[src/rtl/core/mmp_pkg.sv]
// Shared types and constants for the MIDI message parser.
// Used by the interfaces, all core modules and the checker; depends on nothing.

package mmp_pkg;

  localparam int BYTE_W   = 8;
  localparam int KIND_W   = 3;
  localparam int CHAN_W   = 4;
  localparam int DATA_W   = 7;
  localparam int AMOUNT_W = 14;
  localparam int NUM_KIND = 6;
  localparam int CNT_W    = 2;

  localparam logic [NUM_KIND-1:0] EVENT_ENABLE_RESET = 6'h3F;

  localparam logic [KIND_W-1:0] KIND_NOTE_OFF   = 3'd0;
  localparam logic [KIND_W-1:0] KIND_NOTE_ON    = 3'd1;
  localparam logic [KIND_W-1:0] KIND_POLY_AT    = 3'd2;
  localparam logic [KIND_W-1:0] KIND_CTRL_CHG   = 3'd3;
  localparam logic [KIND_W-1:0] KIND_PROG_CHG   = 3'd4;
  localparam logic [KIND_W-1:0] KIND_PITCH_BEND = 3'd5;

  localparam logic [3:0] HI_PROG_CHG   = 4'hC;
  localparam logic [3:0] HI_CHAN_PRESS = 4'hD;
  localparam logic [3:0] HI_PITCH_BEND = 4'hE;
  localparam logic [3:0] HI_SYSTEM     = 4'hF;

  localparam logic [BYTE_W-1:0] STATUS_SONG_POS = 8'hF2;
  localparam logic [BYTE_W-1:0] STATUS_SONG_SEL = 8'hF3;

  localparam logic [CNT_W-1:0] CNT_FIRST  = 2'd1;
  localparam logic [CNT_W-1:0] CNT_SECOND = 2'd2;

  typedef struct packed {
    logic [KIND_W-1:0]   event_kind;
    logic [CHAN_W-1:0]   channel_number;
    logic [DATA_W-1:0]   key_or_number;
    logic [AMOUNT_W-1:0] amount;
  } evt_t;

  typedef struct packed {
    logic valid;
    evt_t evt;
  } dec_res_t;

  // Statuses that leave no message open: single-byte system and undefined.
  function automatic logic is_closing_system(input logic [BYTE_W-1:0] s);
    logic r;
    case (s)
      8'hF4, 8'hF5, 8'hF9, 8'hFD,
      8'hF6, 8'hF7, 8'hF8, 8'hFA,
      8'hFB, 8'hFC, 8'hFE, 8'hFF: r = 1'b1;
      default:                    r = 1'b0;
    endcase
    return r;
  endfunction

endpackage

[src/rtl/core/mmp_if.sv]
// Channel interfaces for the MIDI message parser: byte input, event output, config write.
// Depends on mmp_pkg.

interface mmp_byte_if;
  logic                       valid;
  logic                       ready;
  logic [mmp_pkg::BYTE_W-1:0] midi_byte;

  modport source (output valid, output midi_byte, input ready);
  modport sink   (input valid, input midi_byte, output ready);
endinterface

interface mmp_event_if;
  logic                         valid;
  logic                         ready;
  logic [mmp_pkg::KIND_W-1:0]   event_kind;
  logic [mmp_pkg::CHAN_W-1:0]   channel_number;
  logic [mmp_pkg::DATA_W-1:0]   key_or_number;
  logic [mmp_pkg::AMOUNT_W-1:0] amount;

  modport source (output valid, output event_kind, output channel_number,
                  output key_or_number, output amount, input ready);
  modport sink   (input valid, input event_kind, input channel_number,
                  input key_or_number, input amount, output ready);
endinterface

interface mmp_cfg_if;
  logic                         valid;
  logic                         ready;
  logic [mmp_pkg::NUM_KIND-1:0] event_enable;

  modport source (output valid, output event_enable, input ready);
  modport sink   (input valid, input event_enable, output ready);
endinterface

[src/rtl/core/midi_message_parser.sv]
// MIDI message parser top level: input byte register, enable register, decode, result register.
// Depends on mmp_pkg, mmp_if, mmp_decode and mmp_out_reg.
//
// Takes one raw MIDI byte per transfer and emits one event per completed note off, note on,
// poly aftertouch, control change, program change or pitch bend message whose bit is set in
// event_enable (reset 6'h3F). Running status is not supported. A byte is registered in the byte
// register, decoded combinationally against the parser state and its event, if any, lands in
// the result register, from which it is presented on the output channel. One byte is taken
// every cycle while the output side keeps up; the output register is the only thing that can
// stall input. The config channel is always ready and should be written only when the parser
// is idle.

module midi_message_parser (
  input  logic        clk,
  input  logic        rst_n,
  mmp_byte_if.sink    in_ch,
  mmp_event_if.source out_ch,
  mmp_cfg_if.sink     cfg_ch
);
  import mmp_pkg::*;

  logic [BYTE_W-1:0]   byte_r;
  logic                byte_vld_r, byte_vld_nxt;
  logic [NUM_KIND-1:0] enable_r;
  logic                out_space;
  logic                fire;
  logic                in_xfer;
  dec_res_t            dec_res;

  assign fire        = byte_vld_r && out_space;
  assign in_ch.ready = !byte_vld_r || out_space;
  assign in_xfer     = in_ch.valid && in_ch.ready;
  assign cfg_ch.ready = 1'b1;

  always_comb begin
    byte_vld_nxt = byte_vld_r;
    if (fire) begin
      byte_vld_nxt = 1'b0;
    end
    if (in_xfer) begin
      byte_vld_nxt = 1'b1;
    end
  end

  always_ff @(posedge clk) begin
    if (!rst_n) begin
      byte_vld_r <= 1'b0;
      enable_r   <= EVENT_ENABLE_RESET;
    end else begin
      byte_vld_r <= byte_vld_nxt;
      if (cfg_ch.valid) begin
        enable_r <= cfg_ch.event_enable;
      end
    end
  end

  always_ff @(posedge clk) begin
    if (in_xfer) begin
      byte_r <= in_ch.midi_byte;
    end
  end

  mmp_decode u_decode (
    .clk      (clk),
    .rst_n    (rst_n),
    .fire     (fire),
    .byte_i   (byte_r),
    .enable_i (enable_r),
    .res_o    (dec_res)
  );

  mmp_out_reg u_out_reg (
    .clk     (clk),
    .rst_n   (rst_n),
    .res_i   (dec_res),
    .load    (fire),
    .space_o (out_space),
    .out_ch  (out_ch)
  );

endmodule

[src/rtl/core/mmp_decode.sv]
// Parser state and single-pass byte decode for the MIDI message parser.
// Depends on mmp_pkg.

module mmp_decode (
  input  logic                         clk,
  input  logic                         rst_n,
  input  logic                         fire,
  input  logic [mmp_pkg::BYTE_W-1:0]   byte_i,
  input  logic [mmp_pkg::NUM_KIND-1:0] enable_i,
  output mmp_pkg::dec_res_t            res_o
);
  import mmp_pkg::*;

  logic [BYTE_W-1:0] status_r, status_nxt;
  logic              open_r, open_nxt;
  logic [CNT_W-1:0]  cnt_r, cnt_nxt;
  logic [CHAN_W-1:0] chan_r, chan_nxt;
  logic [DATA_W-1:0] first_r, first_nxt;

  logic [CNT_W-1:0]    cnt_inc;
  logic [3:0]          hi;
  logic                emit_req;
  logic [KIND_W-1:0]   kind;
  logic [DATA_W-1:0]   key;
  logic [AMOUNT_W-1:0] amt;

  assign hi      = status_r[7:4];
  assign cnt_inc = cnt_r + CNT_W'(1);

  always_comb begin
    status_nxt = status_r;
    open_nxt   = open_r;
    cnt_nxt    = cnt_r;
    chan_nxt   = chan_r;
    first_nxt  = first_r;
    emit_req   = 1'b0;
    kind       = KIND_NOTE_OFF;
    key        = '0;
    amt        = '0;
    if (fire) begin
      if (byte_i[7]) begin
        status_nxt = byte_i;
        chan_nxt   = (byte_i[7:4] == HI_SYSTEM) ? '0 : byte_i[3:0];
        cnt_nxt    = '0;
        open_nxt   = !is_closing_system(byte_i);
      end else if (open_r) begin
        cnt_nxt = cnt_inc;
        case (cnt_inc)
          CNT_FIRST: begin
            first_nxt = byte_i[DATA_W-1:0];
            if (status_r == STATUS_SONG_SEL || hi == HI_CHAN_PRESS) begin
              open_nxt = 1'b0;
            end else if (hi == HI_PROG_CHG) begin
              open_nxt = 1'b0;
              emit_req = 1'b1;
              kind     = KIND_PROG_CHG;
              key      = byte_i[DATA_W-1:0];
            end
          end
          CNT_SECOND: begin
            if (hi[3:2] == 2'b10) begin
              open_nxt = 1'b0;
              emit_req = 1'b1;
              kind     = {1'b0, hi[1:0]};
              key      = first_r;
              amt      = AMOUNT_W'(byte_i[DATA_W-1:0]);
            end else if (hi == HI_PITCH_BEND) begin
              open_nxt = 1'b0;
              emit_req = 1'b1;
              kind     = KIND_PITCH_BEND;
              amt      = {byte_i[DATA_W-1:0], first_r};
            end else if (status_r == STATUS_SONG_POS) begin
              open_nxt = 1'b0;
            end
          end
          default: begin
            open_nxt = 1'b0;
            cnt_nxt  = '0;
          end
        endcase
      end
    end
  end

  always_comb begin
    res_o.valid              = emit_req && enable_i[kind];
    res_o.evt.event_kind     = kind;
    res_o.evt.channel_number = chan_r;
    res_o.evt.key_or_number  = key;
    res_o.evt.amount         = amt;
  end

  always_ff @(posedge clk) begin
    if (!rst_n) begin
      status_r <= '0;
      open_r   <= 1'b0;
      cnt_r    <= '0;
      chan_r   <= '0;
      first_r  <= '0;
    end else begin
      status_r <= status_nxt;
      open_r   <= open_nxt;
      cnt_r    <= cnt_nxt;
      chan_r   <= chan_nxt;
      first_r  <= first_nxt;
    end
  end

endmodule

[src/rtl/core/mmp_out_reg.sv]
// Result register driving the event output channel.
// Depends on mmp_pkg and mmp_event_if.

module mmp_out_reg (
  input  logic              clk,
  input  logic              rst_n,
  input  mmp_pkg::dec_res_t res_i,
  input  logic              load,
  output logic              space_o,
  mmp_event_if.source       out_ch
);
  import mmp_pkg::*;

  logic vld_r, vld_nxt;
  evt_t evt_r;

  assign space_o = !vld_r || out_ch.ready;

  always_comb begin
    vld_nxt = vld_r;
    if (out_ch.ready) begin
      vld_nxt = 1'b0;
    end
    if (load && res_i.valid) begin
      vld_nxt = 1'b1;
    end
  end

  always_ff @(posedge clk) begin
    if (!rst_n) begin
      vld_r <= 1'b0;
    end else begin
      vld_r <= vld_nxt;
    end
  end

  always_ff @(posedge clk) begin
    if (load && res_i.valid) begin
      evt_r <= res_i.evt;
    end
  end

  assign out_ch.valid          = vld_r;
  assign out_ch.event_kind     = evt_r.event_kind;
  assign out_ch.channel_number = evt_r.channel_number;
  assign out_ch.key_or_number  = evt_r.key_or_number;
  assign out_ch.amount         = evt_r.amount;

endmodule

[src/flat_wrapper.sv]
// flat-port wrapper written by rule: the top's interface ports become plain ports
module midi_message_parser_flat import mmp_pkg::*;
  (clk, rst_n, in_ch_valid, in_ch_midi_byte, in_ch_ready, out_ch_valid, out_ch_event_kind, out_ch_channel_number, out_ch_key_or_number, out_ch_amount, out_ch_ready, cfg_ch_valid, cfg_ch_event_enable, cfg_ch_ready);
  mmp_byte_if in_ch_i ();
  mmp_event_if out_ch_i ();
  mmp_cfg_if cfg_ch_i ();
  input  logic clk;
  input  logic rst_n;
  input wire logic [$bits(in_ch_i.valid)-1:0] in_ch_valid;
  input wire logic [$bits(in_ch_i.midi_byte)-1:0] in_ch_midi_byte;
  output wire logic [$bits(in_ch_i.ready)-1:0] in_ch_ready;
  output wire logic [$bits(out_ch_i.valid)-1:0] out_ch_valid;
  output wire logic [$bits(out_ch_i.event_kind)-1:0] out_ch_event_kind;
  output wire logic [$bits(out_ch_i.channel_number)-1:0] out_ch_channel_number;
  output wire logic [$bits(out_ch_i.key_or_number)-1:0] out_ch_key_or_number;
  output wire logic [$bits(out_ch_i.amount)-1:0] out_ch_amount;
  input wire logic [$bits(out_ch_i.ready)-1:0] out_ch_ready;
  input wire logic [$bits(cfg_ch_i.valid)-1:0] cfg_ch_valid;
  input wire logic [$bits(cfg_ch_i.event_enable)-1:0] cfg_ch_event_enable;
  output wire logic [$bits(cfg_ch_i.ready)-1:0] cfg_ch_ready;
  assign in_ch_i.valid = in_ch_valid;
  assign in_ch_i.midi_byte = in_ch_midi_byte;
  assign in_ch_ready = in_ch_i.ready;
  assign out_ch_valid = out_ch_i.valid;
  assign out_ch_event_kind = out_ch_i.event_kind;
  assign out_ch_channel_number = out_ch_i.channel_number;
  assign out_ch_key_or_number = out_ch_i.key_or_number;
  assign out_ch_amount = out_ch_i.amount;
  assign out_ch_i.ready = out_ch_ready;
  assign cfg_ch_i.valid = cfg_ch_valid;
  assign cfg_ch_i.event_enable = cfg_ch_event_enable;
  assign cfg_ch_ready = cfg_ch_i.ready;
  midi_message_parser u_core (.clk(clk), .rst_n(rst_n), .in_ch(in_ch_i), .out_ch(out_ch_i), .cfg_ch(cfg_ch_i));
endmodule
[config.mk]
export PLATFORM = sky130hd
export DESIGN_NAME = midi_message_parser_flat
export DESIGN_NICKNAME = d
export VERILOG_FILES = /design/src/rtl/core/mmp_pkg.sv /design/src/rtl/core/mmp_if.sv /design/src/rtl/core/midi_message_parser.sv /design/src/rtl/core/mmp_decode.sv /design/src/rtl/core/mmp_out_reg.sv /design/src/flat_wrapper.sv
export SDC_FILE = /design/constraint.sdc
export NUM_CORES = 1
export LEC_CHECK = 0
export BUFFER_PORTS_ARGS = -buffer_cell sky130_fd_sc_hd__buf_2
export CAP_MARGIN = 20
export CORE_MARGIN = 2
export CORE_UTILIZATION = 40
export CTS_CLUSTER_SIZE = 10
export DETAILED_ROUTE_END_ITERATION = 12
export PLACE_DENSITY = 0.66
export SLEW_MARGIN = 20
export SYNTH_ARGS = -nofsm -noshare
export SYNTH_HDL_FRONTEND = slang
export SYNTH_HIERARCHICAL = 1
export SYNTH_SLANG_ARGS = --single-unit
export TNS_END_PERCENT = 1
[constraint.sdc]
create_clock -name clk -period 2.4 [get_ports clk]
set_input_delay 0.36 -clock clk [delete_from_list [all_inputs] [get_ports clk]]
set_output_delay 0.36 -clock clk [all_outputs]
set_load 0.01 [all_outputs]
# ---- Word level (Yosys, flattened, before mapping)
# Index checks and enable logic that the tools add are counted.
dict set report totals {
  regBits 66
  in_bits 19
  out_inout_bits 31
  elab_cells 106
}
dict set report op_classes {
  n_addsub 1
  n_lt_le_gt_ge 1
  eq_ne 21
  mux 43
  bitwise_logic 5
  reduce_logical 21
}
# operator n
set op_table {}
lappend op_table {{8-bit equality test (second input constant)} 14}
lappend op_table {{7-bit 2-to-1 mux} 5}
lappend op_table {{1-bit 2-to-1 mux} 22}
lappend op_table {{3-bit 2-to-1 mux} 7}
lappend op_table {{4-bit equality test (second input constant)} 4}
lappend op_table {{7-bit case mux with 2 select lines} 1}
lappend op_table {{12-bit OR reduction} 1}
lappend op_table {{2-bit 2-to-1 mux} 3}
lappend op_table {{3-bit case mux with 2 select lines} 1}
lappend op_table {{2-bit nonzero test} 3}
lappend op_table {{6-bit OR reduction} 1}
lappend op_table {{1-bit inverter} 5}
lappend op_table {{2-bit equality test (second input constant)} 2}
lappend op_table {{1-bit logical AND} 4}
lappend op_table {{3-bit by 4-bit less-than comparator with 1-bit output (second input constant)} 1}
lappend op_table {{4-bit 2-to-1 mux} 1}
lappend op_table {{1-bit case mux with 2 select lines} 2}
lappend op_table {{2-bit AND reduction} 2}
lappend op_table {{4-bit AND reduction} 1}
lappend op_table {{4-bit OR reduction} 1}
lappend op_table {{1-bit binary-select mux with 3-bit select} 1}
lappend op_table {{1-bit zero test} 3}
lappend op_table {{1-bit logical OR} 3}
lappend op_table {{3-bit OR reduction} 1}
lappend op_table {{other kinds (3)} 3}

# ---- Longest topological paths before layout
# Gate-level depths: netlist of the first run.
dict set report logic_depth {
  depth_word 12
  mapped_depth 10
  mapped_depth_nobuf 9
}

# ---- Hierarchy
# The synthesis of the first run kept the hierarchy.
# module n_inst cells_per_inst area_per_inst_um2 seq_area_each_um2
set by_module_without_submodules {}
lappend by_module_without_submodules {mmp_decode 1 167 1270.0 440.4}
lappend by_module_without_submodules {mmp_out_reg 1 33 893.4 860.8}
lappend by_module_without_submodules {midi_message_parser 1 35 523.0 380.4}

# ---- Worst setup path after synthesis of the first run
# OpenSTA, ideal clock, no wires.
dict set report synth_timing {
  path_type {in2reg}
  from {in out_ch_ready}
  to {reg u_core.u_out_reg.evt_r (netlist bit u_core/u_out_reg/out_ch.amount[0]) (enable)}
  setup_time_ps 383
  arrival_time_ps 2231
  t_required_ps 2017
  setup_slack_ps -213
  stages 10
  path_buffers 1
  path_cell_list {nand2b_4 > and2_1 > and4bb_4 > and4_4 > buf_6 > mux2i_1 > mux2i_1 > a32o_1 > nand2_1 > inv_1}
}
# item line
set synth_lines {}
lappend synth_lines {{from (decl)} flat_wrapper.sv:17} ;# input wire logic [$bits(out_ch_i.ready)-1:0] out_ch_ready;
lappend synth_lines {{to (signal assigned)} mmp_out_reg.sv:39} ;# evt_r <= res_i.evt;
lappend synth_lines {{to (decl)} mmp_out_reg.sv:15} ;# evt_t evt_r;

==> impl_metrics.env, run 1 <==
export IMPL_status="finished, final reports clean"
export IMPL_top_level_ports=50
export IMPL_worst_setup_path_start_kind="flop"
export IMPL_dieArea_um2=7390
export IMPL_yosys_top_cells_area="sky130_fd_sc_hd__edfxtp_1 40%, sky130_fd_sc_hd__dfxtp_1 22%, sky130_fd_sc_hd__a22oi_1 5.0%"
export IMPL_cellLeakagePower_uw=0.00125
export IMPL_finalHoldWorstSlack_ns=0.186
export IMPL_setup_viols_final=0
export IMPL_preCtsSetupSlack_ns=-0.0299
export IMPL_critical_path_top_delay_family="simple AND/OR/NAND/NOR gates"
export IMPL_min_period_over_period_pct=93.9
export IMPL_fin_nets=309
export IMPL_ctsRootBufferMaster="sky130_fd_sc_hd__clkbuf_8"
export IMPL_track_usage_pct=16.5
export IMPL_crit_path_top_delay_cell="sky130_fd_sc_hd__dfxtp_1"
export IMPL_actual_slew_at_the_worst_max_slew_pin_ns=0.702
export IMPL_clkLatencyLatePin_ns=0.35
export IMPL_post_cts_hold_buffer_count=0
export IMPL_globalRouteOverflowTotal=0
export IMPL_synth_seq_cells=66
export IMPL_drt_pre_antenna_iters=4
export IMPL_grt_start_max_net_pins=29
export IMPL_cts_post_setup_buffers_inserted=0
export IMPL_slew_headroom_pct=53.1
export IMPL_die_y_um=86.0
export IMPL_fin_crit_ns=2.25
export IMPL_first_pass_grt_wire_length_mm=9.23
export IMPL_timing_final_max_slew_violations=0
export IMPL_grt_most_used_layer="met2"
export IMPL_io_buffer_count=48
export IMPL_core_area_um2=6420
export IMPL_final_antenna_net_count=0
export IMPL_synth_sequential_area_ratio_pct=62.6
export IMPL_cts_tree="built"
export IMPL_finish_utilization_pct=49.7
export IMPL_cts_resized=0
export IMPL_max_cap_violations=0
export IMPL_drt_first_iter_violations=125
export IMPL_cp_cell_sequence="nand2b_4, and2_4, and4bb_4, and4_4, mux2i_1, mux2i_1, a32o_1, nand2_2, clkinvlp_4, buf_12"
export IMPL_synth_area_um2=2690
export IMPL_cp_data_arrival_time_ns=2.35
export IMPL_netlist_instances=235
export IMPL_final_layout_size_suffix_gt1_share_pct=27.1
export IMPL_end_kind="flop"
export IMPL_fmax_mhz=444
export IMPL_yosysTopAreaCell="sky130_fd_sc_hd__edfxtp_1"
export IMPL_critical_path_peak_fanout=28
export IMPL_dr_vias=1936
export IMPL_powerDensity_nw_per_um2=660
export IMPL_critical_path_most_common_cell="sky130_fd_sc_hd__mux2i_1"
export IMPL_area_growth_syn_to_layout_pct=18.8
export IMPL_critical_path_class="reg2reg"
export IMPL_cts_root_to_sink_buffers=2
export IMPL_first_global_vias=1879
export IMPL_wl_mm=5.62
export IMPL_grt_util_met2_pct=26.1
export IMPL_met3_usage_pct=3.27
export IMPL_number_of_distinct_library_cells_after_synthesis=38
export IMPL_timing_hold_worst_class="in2reg"
export IMPL_row_count=29
export IMPL_drcViolationCount=0
export IMPL_yosys_warnings=6
export IMPL_cts_htree_levels=3
export IMPL_numCtsBuffers=9
export IMPL_gp_routability_congestion=0.843
export IMPL_avgSynthCellArea_um2=11.4
export IMPL_fin_ws_ns=0.146
export IMPL_synth_largest_type_area_fraction_pct=40.2
export IMPL_route_detailed_vias_per_inst=5.20
export IMPL_critical_path_required_ns=2.50
export IMPL_grt_use_met1_pct=21.2
export IMPL_vdd_drop_max_mv=0.336
export IMPL_finClkSkew_ns=0.00632
export IMPL_rsz0062_at_grt="no"
export IMPL_post_drt_wl_per_cell_um=15.1
export IMPL_cts_clk_slew_worst_paths_ns=0.06
export IMPL_critPathBufInv=2
export IMPL_slowest_delay_ns=0.33
export IMPL_clock_sink_count=66
export IMPL_timing_hold_violations_final=0
export IMPL_grt_antenna_before_repair=0
export IMPL_die_width_um=86.0
export IMPL_antennaDiodeCount=0
export IMPL_syn_num_nets=254
export IMPL_dpl_hpwl_mm=3.86
export IMPL_initial_utilization_pct=41.8
export IMPL_reg2reg_slack_ns=0.15
## through the flow
stage	TNS, ns	instance area [um2]	total power [uW]	std cells
2_1_floorplan	-2.96	2700	1330	235
3_3_place_gp	0	3040	1370	356
3_5_place_dp	-0.816	3040	1370	356
4_1_cts	0	3190	2130	372
5_1_grt	0	3190	2190	372
6_report	0	3190	2110	372
## routing by layer
layer,wire [um],vias to the layer above
li1,-,951
met1,2510,921
met2,2700,53
met3,278,11
met4,129,0
met5,0,-
## cell usage after synthesis
cell type                   instances
sky130_fd_sc_hd__a21boi_0           1
sky130_fd_sc_hd__a21boi_2           1
sky130_fd_sc_hd__a21oi_1           19
sky130_fd_sc_hd__a22oi_1           18
sky130_fd_sc_hd__a31oi_1            1
sky130_fd_sc_hd__a32o_1             1
sky130_fd_sc_hd__and2_1            10
sky130_fd_sc_hd__and4_4             1
sky130_fd_sc_hd__and4bb_4           1
sky130_fd_sc_hd__buf_2              3
sky130_fd_sc_hd__buf_4              1
sky130_fd_sc_hd__buf_6              2
sky130_fd_sc_hd__clkbuf_1           6
sky130_fd_sc_hd__conb_1             1
sky130_fd_sc_hd__dfxtp_1           30
sky130_fd_sc_hd__edfxtp_1          36
sky130_fd_sc_hd__inv_1              5
sky130_fd_sc_hd__mux2_2             1
sky130_fd_sc_hd__mux2_4             1
sky130_fd_sc_hd__mux2i_1            9
sky130_fd_sc_hd__nand2_1           33
sky130_fd_sc_hd__nand2_2            1
sky130_fd_sc_hd__nand2b_1           2
sky130_fd_sc_hd__nand2b_4           2
sky130_fd_sc_hd__nand4_1            1
sky130_fd_sc_hd__nand4b_1           1
sky130_fd_sc_hd__nor2_1            25
sky130_fd_sc_hd__nor2b_1            2
sky130_fd_sc_hd__nor3_1             2
sky130_fd_sc_hd__nor3_4             1
sky130_fd_sc_hd__nor3b_1            1
sky130_fd_sc_hd__nor4_1             2
sky130_fd_sc_hd__nor4b_4            1
sky130_fd_sc_hd__o2111ai_1          2
sky130_fd_sc_hd__o21ai_0            8
sky130_fd_sc_hd__o22ai_1            1
sky130_fd_sc_hd__o41ai_1            1
sky130_fd_sc_hd__xor2_1             1
## registers in the layout (all words and copies together), names as in the netlist
name	flops
u_core/u_decode/chan_r	4
u_core/byte_r	8
u_core/u_out_reg/out_ch.key_or_number	7
u_core/u_decode/cnt_r	2
u_core/u_decode/status_r	8
u_core/u_out_reg/out_ch.channel_number	4
u_core/u_out_reg/out_ch.valid	1
u_core/u_out_reg/out_ch.event_kind	3
u_core/u_out_reg/out_ch.amount	14
u_core/u_decode/open_r	1
u_core/byte_vld_r	1
u_core/u_decode/first_r	7
u_core/enable_r	6
## final timing paths
check,from,endpoint,cells after the start
min,in_ch_midi_byte[4],u_core/byte_r[4]$_DFFE_PP_,1
min reg2reg,u_core/u_decode/chan_r[3]$_SDFFE_PN0P_,u_core/u_out_reg/out_ch.channel_number[3]$_DFFE_PP_,0
max,u_core/u_out_reg/out_ch.valid$_SDFFE_PN0P_,u_core/u_out_reg/out_ch.key_or_number[0]$_DFFE_PP_,10
max reg2reg,u_core/u_out_reg/out_ch.valid$_SDFFE_PN0P_,u_core/u_out_reg/out_ch.key_or_number[0]$_DFFE_PP_,10
## report_power, final
part           internal (uW)  total [uW]  switching [uW]
clock network            371         760             389
logic                   42.1        92.1            50.1
registers               1210        1250            39.8
total                   1630        2110             479
## cell families after synthesis
group / count (synthesis) / synth area share [%]
and+or+nand+nor: 86 / 16.8
DFF: 66 / 62.6
AOI/OAI and AO/OA: 53 / 12.6
buffers and inverters: 17 / 3.21
muxes: 11 / 4.33
xor gates and xnor gates: 1 / 0.326
other: 1 / 0.140
## cells in the final DEF, fill, tap and decap left out, types with 2 or more instances in the layout
cell type | Yosys | layout
sky130_fd_sc_hd__and2_1 | 10 | 9
sky130_fd_sc_hd__nand2_2 | 1 | 2
sky130_fd_sc_hd__dfxtp_1 | 30 | 30
sky130_fd_sc_hd__o21ai_0 | 8 | 8
sky130_fd_sc_hd__inv_1 | 5 | 4
sky130_fd_sc_hd__a21oi_1 | 19 | 19
sky130_fd_sc_hd__nor4_1 | 2 | 2
sky130_fd_sc_hd__buf_4 | 1 | 7
sky130_fd_sc_hd__nor3_1 | 2 | 2
sky130_fd_sc_hd__o2111ai_1 | 2 | 2
sky130_fd_sc_hd__nand2b_4 | 2 | 2
sky130_fd_sc_hd__nand2_1 | 33 | 32
sky130_fd_sc_hd__a22oi_1 | 18 | 18
sky130_fd_sc_hd__buf_2 | 3 | 48
sky130_fd_sc_hd__mux2i_1 | 9 | 9
sky130_fd_sc_hd__clkbuf_1 | 6 | 4
sky130_fd_sc_hd__nor2_1 | 25 | 25
sky130_fd_sc_hd__clkinvlp_4 | 0 | 2
sky130_fd_sc_hd__nand2b_1 | 2 | 2
sky130_fd_sc_hd__edfxtp_1 | 36 | 36
sky130_fd_sc_hd__clkbuf_8 | 0 | 9
sky130_fd_sc_hd__nor2b_1 | 2 | 2
## area by class of cell
cell class | instances | area (um2)
Inverter | 5 | 22.5
Clock inverter | 3 | 16.3
Sequential cell | 66 | 1680
Timing Repair Buffer | 56 | 313
Multi-Input combinational cell | 152 | 923
Clock buffer | 13 | 139
Fill cell | 604 | 3230
Tap cell | 77 | 96.3
No activity file was read; power rests on OpenSTA's default activity.
==> run 2, diff against run 1 <==
Settings changed: CELL_PAD_IN_SITES_DETAIL_PLACEMENT set to 1, CELL_PAD_IN_SITES_GLOBAL_PLACEMENT set to 1, PLACE_DENSITY 0.66 to 0.77.
Clock period 2.4 ns to 2.22 ns, I/O delays scaled along.
==> run 2 against run 1 <==
Net effect:
- fmax grew 2.7%
- first-iteration DRC count shrank 30%
- die area is the same
- via count grew 6.3%
- count of clock-buffer cells in the layout shrank 4
- clock power grew 16%
- global-route usage grew 2.6 points
- routed wire length grew 16%
- critical endpoint is now u_core/u_out_reg/out_ch.channel_number[3]$_DFFE_PP_
- largest power group unchanged
==> impl_metrics.env, run 2 (synthesized netlist as in run 1, its figures left out) <==
export IMPL_status="finished, final reports clean"
export IMPL_cp_data_arrival_time_ns=2.29
export IMPL_finish_utilization_pct=51.1
export IMPL_initial_utilization_pct=41.8
export IMPL_drt_pre_antenna_iters=4
export IMPL_track_usage_pct=19.1
export IMPL_crit_path_top_delay_cell="sky130_fd_sc_hd__dfxtp_2"
export IMPL_max_cap_violations=0
export IMPL_powerDensity_nw_per_um2=716
export IMPL_core_area_um2=6420
export IMPL_ctsRootBufferMaster="sky130_fd_sc_hd__clkbuf_8"
export IMPL_rsz0062_at_grt="yes"
export IMPL_io_buffer_count=48
export IMPL_grt_antenna_before_repair=0
export IMPL_end_kind="flop"
export IMPL_fin_crit_ns=2.19
export IMPL_final_cells=382
export IMPL_fin_nets=319
export IMPL_vdd_drop_max_mv=0.379
export IMPL_worst_setup_path_start_kind="flop"
export IMPL_slew_headroom_pct=62.0
export IMPL_dp_cells=366
export IMPL_final_design_area_no_fill_um2=3280
export IMPL_power_total_uw=2350
export IMPL_area_growth_syn_to_layout_pct=22.2
export IMPL_largest_register_ff_count=14
export IMPL_first_global_vias=2133
export IMPL_actual_slew_at_the_worst_max_slew_pin_ns=0.568
export IMPL_most_common_layout_cells="48 x sky130_fd_sc_hd__buf_2, 36 x sky130_fd_sc_hd__edfxtp_1, 32 x sky130_fd_sc_hd__nand2_1, 29 x sky130_fd_sc_hd__dfxtp_1, 25 x sky130_fd_sc_hd__nor2_1"
export IMPL_timing_setup_tns_ns=0
export IMPL_min_period_over_period_pct=98.9
export IMPL_row_count=29
export IMPL_post_drt_wl_per_cell_um=17.1
export IMPL_timing_hold_violations_final=0
export IMPL_dr_vias=2058
export IMPL_first_pass_grt_wire_length_mm=10.6
export IMPL_setup_viols_final=0
export IMPL_critical_path_peak_fanout=28
export IMPL_clock_sink_count=66
export IMPL_layout_commonest_cell="sky130_fd_sc_hd__buf_2"
export IMPL_drcViolationCount=0
export IMPL_globalRouteOverflowTotal=0
export IMPL_cp_cell_sequence="nand2b_4, and2_4, and4bb_4, and4_4, mux2i_1, mux2i_1, a32o_1, nand2_2, clkinvlp_4, buf_12"
export IMPL_timing_final_max_slew_violations=0
export IMPL_grt_start_max_net_pins=29
export IMPL_place_area_um2=3110
export IMPL_dieArea_um2=7390
export IMPL_dpl_hpwl_mm=4.51
export IMPL_top_level_ports=50
export IMPL_cts_post_setup_buffers_inserted=0
export IMPL_critical_path_most_common_cell="sky130_fd_sc_hd__mux2i_1"
export IMPL_finClkSkew_ns=0.00844
export IMPL_final_layout_size_suffix_gt1_share_pct=31.5
export IMPL_critical_path_top_delay_family="simple AND/OR/NAND/NOR gates"
export IMPL_gp_routability_congestion=0.824
export IMPL_critPathBufInv=2
export IMPL_final_antenna_net_count=0
export IMPL_die_width_um=86.0
export IMPL_cts_htree_levels=3
export IMPL_critical_path_class="reg2reg"
export IMPL_wl_mm=6.54
export IMPL_timing_hold_worst_class="in2reg"
export IMPL_cts_root_to_sink_buffers=2
export IMPL_cts_tree="built"
export IMPL_critical_path_required_ns=2.32
export IMPL_cellLeakagePower_uw=0.00131
export IMPL_clkLatencyLatePin_ns=0.35
export IMPL_antennaDiodeCount=0
export IMPL_die_y_um=86.0
export IMPL_drt_first_iter_violations=88
export IMPL_numCtsBuffers=9
export IMPL_route_detailed_vias_per_inst=5.39
export IMPL_cts_clk_slew_worst_paths_ns=0.07
export IMPL_fmax_mhz=456
export IMPL_slowest_delay_ns=0.33
-- run 2: cell types whose count changed in the layout (fill, tap and decap cells not counted) --
cell	previous run	this run
sky130_fd_sc_hd__buf_4	7	17
sky130_fd_sc_hd__clkbuf_1	4	0
sky130_fd_sc_hd__clkinv_4	0	1
sky130_fd_sc_hd__inv_6	0	1
sky130_fd_sc_hd__clkinv_2	1	4
sky130_fd_sc_hd__dfxtp_1	30	29
sky130_fd_sc_hd__clkinv_1	1	0
sky130_fd_sc_hd__dfxtp_2	0	1
-- run 2: per-layer routing --
| metal | global-route usage (%) | vias to the layer above | part of all wire (%) |
|---|---|---|---|
| met1 | 23.8 | 1011 | 43 |
| met2 | 31.9 | 63 | 51 |
| li1 | - | 969 | - |
| met3 | 3.75 | 15 | 3.7 |
| met4 | 9.24 | 0 | 2.3 |
| met5 | 0 | - | 0 |
-- run 2: metrics by stage --
stage / hold slack, ns / setup slack, ns
finish: 0.159 / 0.0252
global route: 0.144 / -0.0430
CTS: 0.151 / 0.0103
detailed placement: 0.419 / -0.0914
global placement: 0.418 / -0.0186
floorplan: 0.395 / -0.259
-- run 2: what timing repair did --
item | in CTS | in global routing
gates resized for setup | 0 | 1
endpoints found under the setup margin | 0 | 28
hold buffers | 0 | 0
-- run 2: worst register-to-register path, cell delays in order, from the launching register on --
cell and delay [ns]:
sky130_fd_sc_hd__dfxtp_2 0.33, sky130_fd_sc_hd__nand2b_4 0.06, sky130_fd_sc_hd__and2_4 0.16, sky130_fd_sc_hd__and4bb_4 0.24
sky130_fd_sc_hd__and4_4 0.25, sky130_fd_sc_hd__mux2i_1 0.18, sky130_fd_sc_hd__mux2i_1 0.09, sky130_fd_sc_hd__a32o_1 0.24
sky130_fd_sc_hd__nand2_2 0.11, sky130_fd_sc_hd__clkinvlp_4 0.10, sky130_fd_sc_hd__buf_12 0.17
-- run 2: layout make-up --
class	instances	area, um2
clock buffer	9	124
clock inverter	7	45.0
fill	708	3140
inverter	5	22.5
multi-input combinational	152	923
sequential	66	1680
tap	77	96.3
timing repair buffer	66	388
-- run 2: path summary, 6_finish.rpt --
| check | to | start | slack, ns | depth (start not counted) |
|---|---|---|---|---|
| max | u_core/u_out_reg/out_ch.channel_number[3]$_DFFE_PP_ | u_core/u_out_reg/out_ch.valid$_SDFFE_PN0P_ | 0.03 | 10 |
| min | u_core/byte_r[6]$_DFFE_PP_ | in_ch_midi_byte[6] | 0.16 | 1 |
| max reg2reg | u_core/u_out_reg/out_ch.channel_number[3]$_DFFE_PP_ | u_core/u_out_reg/out_ch.valid$_SDFFE_PN0P_ | 0.03 | 10 |
| min reg2reg | u_core/u_out_reg/out_ch.channel_number[1]$_DFFE_PP_ | u_core/u_decode/chan_r[1]$_SDFFE_PN0P_ | 0.44 | 0 |
-- run 2: power by group --
part,leakage [uW],switching [uW],total (uW),internal (uW)
Clock,0.0000891,479,881,402
Sequential,0.000634,43.2,1350,1310
Combinational,0.000591,61.9,114,52.0
==> run 3, diff against run 2 <==
Settings changed: CORE_UTILIZATION 40 to 43, MAX_ROUTING_LAYER set to met4, PLACE_DENSITY 0.77 to 0.81.
==> run 3 against run 2 <==
Net effect:
- worst hold slack better by 0.0025 ns
- design area increased by 0.84%
- routed wire length decreased by 2.6%
- non-clock buffer count unchanged
- largest power group unchanged
- sequential power about the same
- die area down 6.7%
- fmax fell by 0.91%
- flip-flop and latch count did not move
==> impl_metrics.env, run 3 (synthesized netlist as in run 1, its figures left out) <==
export IMPL_grt_antenna_before_repair=0
export IMPL_dieArea_um2=6900
export IMPL_initial_utilization_pct=44.8
export IMPL_area_growth_syn_to_layout_pct=23.2
export IMPL_cp_data_arrival_time_ns=2.30
export IMPL_grt_start_max_net_pins=29
export IMPL_timing_hold_worst_class="in2reg"
export IMPL_die_width_um=83.0
export IMPL_first_pass_grt_wire_length_mm=10.6
export IMPL_core_area_um2=5990
export IMPL_dr_vias=2042
export IMPL_met3_wirelength_um=306
export IMPL_rsz0062_at_grt="yes"
export IMPL_fin_nets=319
export IMPL_end_kind="flop"
export IMPL_cts_tree="built"
export IMPL_io_buffer_count=48
export IMPL_status="finished, final reports clean"
export IMPL_timing_hold_violations_final=0
export IMPL_drt_pre_antenna_iters=5
export IMPL_row_count=28
export IMPL_top_layer="met4"
export IMPL_drt_met1_wl_mm=2.76
export IMPL_antennaDiodeCount=0
export IMPL_drt_first_iter_violations=149
export IMPL_final_antenna_net_count=0
export IMPL_critical_path_peak_fanout=28
export IMPL_layout_commonest_cell="sky130_fd_sc_hd__buf_2"
export IMPL_first_global_vias=2167
export IMPL_drcViolationCount=0
export IMPL_cts_htree_levels=3
export IMPL_worst_setup_path_start_kind="flop"
export IMPL_dpl_hpwl_mm=4.52
export IMPL_clkLatencyLatePin_ns=0.34
export IMPL_ctsRootBufferMaster="sky130_fd_sc_hd__clkbuf_8"
export IMPL_route_detailed_vias_per_inst=5.37
export IMPL_powerDensity_nw_per_um2=749
export IMPL_actual_slew_at_the_worst_max_slew_pin_ns=0.749
export IMPL_numCtsBuffers=9
export IMPL_globalRouteOverflowTotal=0
export IMPL_post_drt_wl_per_cell_um=16.8
export IMPL_top_level_ports=50
export IMPL_crit_path_top_delay_cell="sky130_fd_sc_hd__dfxtp_2"
export IMPL_layout_filler_cells=675
export IMPL_gp_routability_congestion=0.806
export IMPL_vdd_drop_max_mv=0.475
export IMPL_cp_cell_sequence="nand2b_4, and2_4, and4bb_4, and4_4, mux2i_1, mux2i_1, a32o_1, nand2_2, clkinvlp_4, buf_12"
export IMPL_die_y_um=83.0
export IMPL_setup_viols_final=0
export IMPL_post_cts_hold_buffer_count=0
export IMPL_min_period_over_period_pct=99.8
export IMPL_finClkSkew_ns=0.00903
export IMPL_critical_path_class="reg2reg"
export IMPL_metal2_wl_mm=3.20
export IMPL_cts_root_to_sink_buffers=2
export IMPL_fin_crit_ns=2.21
export IMPL_max_cap_violations=0
export IMPL_power_total_uw=2480
export IMPL_dp_cells=363
export IMPL_timing_final_max_slew_violations=0
export IMPL_critical_path_most_common_cell="sky130_fd_sc_hd__mux2i_1"
export IMPL_cts_clk_slew_worst_paths_ns=0.07
export IMPL_final_cells=380
export IMPL_critical_path_required_ns=2.31
export IMPL_track_usage_pct=19.9
export IMPL_largest_register_ff_count=14
export IMPL_slew_headroom_pct=50.0
export IMPL_cellLeakagePower_uw=0.00133
export IMPL_wl_mm=6.37
export IMPL_final_layout_size_suffix_gt1_share_pct=30.8
export IMPL_most_common_layout_cells="48 x sky130_fd_sc_hd__buf_2, 36 x sky130_fd_sc_hd__edfxtp_1, 32 x sky130_fd_sc_hd__nand2_1, 28 x sky130_fd_sc_hd__dfxtp_1, 25 x sky130_fd_sc_hd__nor2_1"
export IMPL_fmax_mhz=451
export IMPL_slowest_delay_ns=0.33
export IMPL_clock_sink_count=66
[run 3: changes by cell type in the layout (fill, tap and decap cells not counted), sizes merged]
cell      previous run  this run
clkinvlp             2         1
clkbuf               9        13
inv                  5         4
clkinv               5         2
bufinv               0         1
[run 3: where the power goes]
group	internal, uW	switching (uW)
clock network	576	436
registers	1310	40.9
logic	52.3	61.9
[run 3: per-layer routing]
metal / track usage, % / vias to the layer above
met5: - / -
met4: 8.94 / 0
met3: 4.08 / 12
met2: 31.6 / 61
met1: 24.7 / 1000
li1: - / 969
[run 3: final cells by class]
class	count	area (um2)	share of cell area [%]
clock inverters	3	38.8	1.17
repair buffers	66	388	11.7
well taps	75	93.8	2.84
clock buffers	13	159	4.80
multi-input cells	152	923	27.9
flip-flops and latches	66	1680	50.9
inverters	5	22.5	0.681
[run 3: worst max-delay path: cells and delay by family, from the launching register on]
kind | cells | cell delay [ns]
compound gates | 1 | 0.24
buf+inv | 2 | 0.27
flops | 1 | 0.33
mux | 2 | 0.31
simple gates | 5 | 0.79
[run 3: path summary, 6_finish.rpt]
kind              cells after the start                                             endpoint  slack, ns                                       start
setup / recovery                     10   u_core/u_out_reg/out_ch.key_or_number[4]$_DFFE_PP_      0.005  u_core/u_out_reg/out_ch.valid$_SDFFE_PN0P_
hold / removal                        1                           u_core/byte_r[0]$_DFFE_PP_       0.16                          in_ch_midi_byte[0]
setup reg to reg                     10   u_core/u_out_reg/out_ch.key_or_number[4]$_DFFE_PP_      0.005  u_core/u_out_reg/out_ch.valid$_SDFFE_PN0P_
hold reg to reg                       0  u_core/u_out_reg/out_ch.channel_number[1]$_DFFE_PP_       0.45      u_core/u_decode/chan_r[1]$_SDFFE_PN0P_
[run 3: timing repair]
item	CTS	global route
endpoints found under the setup margin	28	28
gates resized for setup	2	0
buffers inserted	1	0
[run 3: stage by stage]
step | hold WS (ns) | TNS (ns) | setup slack (ns) | utilization [%] | area, um2
finish | 0.162 | 0 | 0.00510 | 55.2 | 3310
global route | 0.160 | -2.03 | -0.0800 | 55.2 | 3310
global placement | 0.422 | -0.561 | -0.0219 | 51.8 | 3100
floorplan | 0.395 | -7.25 | -0.259 | - | 2700
detailed placement | 0.433 | -3.68 | -0.132 | 51.8 | 3100
CTS | 0.156 | -0.00225 | -0.000770 | 55.2 | 3310
